[src/sv/gha_ram.sv]
// Generic simple dual-port RAM with a registered read port.
`timescale 1ns / 1ps
module gha_ram #(
	parameter int WIDTH = 8,
	parameter int DEPTH = 16
) (
	input  logic                     clk,
	input  logic                     we,
	input  logic [$clog2(DEPTH)-1:0] waddr,
	input  logic [WIDTH-1:0]         wdata,
	input  logic                     re,
	input  logic [$clog2(DEPTH)-1:0] raddr,
	output logic [WIDTH-1:0]         rdata
);

	logic [WIDTH-1:0] mem_q [DEPTH];

	always_ff @(posedge clk) begin
		if (we) begin
			mem_q[waddr] <= wdata;
		end
		if (re) begin
			rdata <= mem_q[raddr];
		end
	end

endmodule

[config.mk]
export PLATFORM = sky130hd
export DESIGN_NAME = gha_ram
export DESIGN_NICKNAME = d
export VERILOG_FILES = /design/src/sv/gha_ram.sv
export SDC_FILE = /design/constraint.sdc
export NUM_CORES = 1
export LEC_CHECK = 0
export BUFFER_PORTS_ARGS = -buffer_cell sky130_fd_sc_hd__buf_2
export CAP_MARGIN = 30
export CORE_UTILIZATION = 54
export DETAILED_ROUTE_END_ITERATION = 16
export PLACE_DENSITY = 0.7
export SYNTH_ARGS = -nofsm -noshare
export SYNTH_HDL_FRONTEND = slang
export SYNTH_SLANG_ARGS = --single-unit
[constraint.sdc]
create_clock -name clk -period 1.9 [get_ports clk]
set_input_delay 0.285 -clock clk [delete_from_list [all_inputs] [get_ports clk]]
set_output_delay 0.285 -clock clk [all_outputs]
set_load 0.02 [all_outputs]
**Word-level counts from Yosys, hierarchy flattened**

Memory sizes are Yosys's and may differ from the RTL's. A register that Yosys moved wholly into a read port is not among the register bits.
Cells that the tools add are included.

- Multiply operators: 0
- Add/subtract/negate cells: 0
- Shifts and indexed selects: 0
- Equal/unequal tests: 0
- Divide/modulo/power cells: 0
- Bitwise operators: 0
- $lt $le $gt $ge: 0
- Muxes and demuxes: 2
- Reduce and logical (&&, ||, !) cells: 0

Operators by type and width:

| kind | count |
|---|---|
| $mux 1 | 2 |

- Latch bits: 0
- Output and inout bits: 8
- Bits in read-only memories: 0
- Register bits: 0
- Bits in writable memories: 128
- Logic and storage cells: 3
- Memories kept: 1

Memory list:

| name | depth | bits a word | rd ports | clocked after Yosys merged registers in | write ports | RTL line | source |
|---|---|---|---|---|---|---|---|
| mem_q | 16 | 8 | 1 | 1 | 1 | 16 | `logic [WIDTH-1:0] mem_q [DEPTH];` |

**Logic depth before layout (Yosys ltp)**

- Depth in word-level cells: 2
- Depth in mapped cells: 5
- Depth with buffers taken out: 3

**Least setup slack after synthesis**

Ideal clock, no wire load.

- Kind: input to register
- Start point: in waddr[2]
- End point: mem mem_q[0][0] (enable)
- Stages on the path: 2
- Data required time: 1517 ps
- Setup slack: 122 ps
- Data arrival time: 1395 ps
- Setup time: 383 ps
- Cells stage by stage: or3b_2 nor3_1

RTL lines:

| what | RTL line | source |
|---|---|---|
| from (decl) | 9 | `input logic [$clog2(DEPTH)-1:0] waddr,` |
| to (decl) | 16 |  |

No word-level cell before the write port.

==> impl_metrics.ini <==
[setup_path]
startpoint = mem_q[5][1]
cp.required_ns = 2.16
r2r_cells = 3
crit_fanout = 1
crit_type = register to register
cp_data_arrival_time_ns = 1.79
setup.worst_path.end_class = register
reg2reg_to = rdata[1]
r2r_start = mem_q[5][1]
cp-start-kind = register
r2r_slack_ns = 0.37

[timing]
setup_viol = 0
rsz0062_at_grt = false
skew_ns = 0.00766
hold_slack_ns = 0.138
hold_violations = 0
fmax_ghz = 0.652
tightest_slew_ns = 0.402
max_slew_margin = 0.732
setup_tns_ns = 0
min_period_ns = 1.53
drv_slew = 0
fin_crit_sh = 0.807

[routing]
drt_iter0_drc = 195
drc = 0
routedWlPerCell_um = 22.8
ant_nets = 0
viasPerCell = 5.74
drt-total-wl_mm = 9.73
vias = 2447
first_pass_iters = 4

[floorplan]
die_y_um = 100
core-area_um2 = 9330
die_w_um = 100
start_util = 0.560
pin_count = 27
fp.dieArea_um2 = 10100
rows = 35

[flow_run]
maxCapViolations = 0

[logic_synthesis]
yosysTopAreaCellShare = 0.781
synth-xor-area-share = 0
synth_top_family_by_area = multiplexers
synth_compound_area_frac = 0.0230
synth-simple-area-share = 0.0314
syn-instance-count = 229
syn_avg_cell_area_um2 = 22.8
synth.net_count = 248
ys_warn_count = 0
yosys.area_share.adder = 0
muxShareOfSynthArea = 0.148
synth-seq-cells = 136
netlist-cell-type-count = 18
synth.top_cells.by_area = edfxtp_1, mux4_2, mux4_1
ys_seq_area_frac = 0.781
syn-cell-area_um2 = 5230
yosysTopAreaCell = edfxtp_1

[finish]
final_cell_mix = edfxtp_1, buf_2, buf_4
n_antenna_cell = 0
final_common_cell = edfxtp_1
final_nets = 305
postLayoutCellArea_um2 = 6180
area_growth_pct = 18.2
drive_gt1_frac = 0.306

[global_route]
grt_max_degree = 33
gr-usage-all-layers = 0.218
grt_pass1_wl_mm = 14.6
overflow = 0
grt_pass1_vias = 2439
antenna_found_initial = 0

[clocking]
clk_latency_ns = 0.52
clockBufferDepth = 2
h-tree-depth = 4
clk_pin_slew_ns = 0.06
tritoncts = built
cts.root.buffer_cell = clkbuf_8
numCtsBuffers = 17
post-cts-setup-buffers = 0
cts_hold_buf = 0
cts.sinks = 136
post_cts_resized = 0

[pwr]
power.density_nw_per_um2 = 1110
power.total_mw = 6.83
ir_drop_uv = 560
p_leak_nw = 2.10

[min_path]
min_from = re
hold_end = rdata[4]
min_path_type = primary input to register
whs_path_depth = 1

[placed_design]
placed_area_um2 = 5620
place.port_buffers = 26
hpwl_mm = 5.83
place.gp.congestion = 0.732

[status]
outcome = finished clean
==> synth_stat cells, drive strengths merged <==
cell	instances
nand3	1
edfxtp	136
a22oi	16
and2b	1
nor2b	1
nand2b	2
nand2	9
mux4	32
or3b	1
nor3	4
clkdlybuf4s25	3
nor2	13
buf	7
and2	1
nand3b	2
==> per-layer routing <==
layer,global-route usage,part of all wire,vias to the layer above
met5,0,0,-
met4,0.0970,0.016,0
met3,0.0731,0.061,15
met2,0.316,0.48,96
met1,0.305,0.44,1243
li1,-,-,1093
==> sequential cells by signal, indices dropped and copies added (netlist names) <==
register	count
mem_q	128
rdata	8
==> kinds of logic after synthesis <==
family,count (synthesis)
DFF,136
muxes,32
AOI/OAI and AO/OA,16
buffers and inverters,10
and+or+nand+nor,35
==> through the flow <==
step           cells  utilization  setup WS (ns)
2_1_floorplan    229            -          0.122
3_3_place_gp     396        0.603         0.0616
3_5_place_dp     396        0.603         0.0609
4_1_cts          426        0.662          0.359
5_1_grt          426        0.662          0.314
6_report         426        0.662          0.366
==> worst max-delay path by stage <==
stage | end | slack (ns) | depth (start not counted)
global route | rdata[4] | 0.31 | 3
detailed placement | rdata[5] | 0.06 | 5
finish | rdata[1] | 0.37 | 3
floorplan | mem_q[0][0] | 0.12 | 2
CTS | rdata[1] | 0.36 | 3
global placement | rdata[4] | 0.06 | 5
==> report_power, final <==
group | switching [mW] | internal [mW] | leakage, nW
Clock | 1.14 | 1.97 | 0.263
Sequential | 0.0174 | 3.38 | 1.24
Combinational | 0.188 | 0.136 | 0.598
==> area by class of cell <==
class / instances / area [µm²]
Tap cell: 129 / 161
Clock buffer: 20 / 425
Fill cell: 612 / 3150
Sequential cell: 136 / 4080
Timing Repair Buffer: 48 / 320
Multi-Input combinational cell: 83 / 1060
Clock inverter: 10 / 130
==> worst max-delay path, stage by stage (launching register included) <==
cell and delay [ns]:
edfxtp_1 0.36, mux4_1 0.57, a22oi_1 0.24, nand2_1 0.10
(Power assumes the default switching activity.)
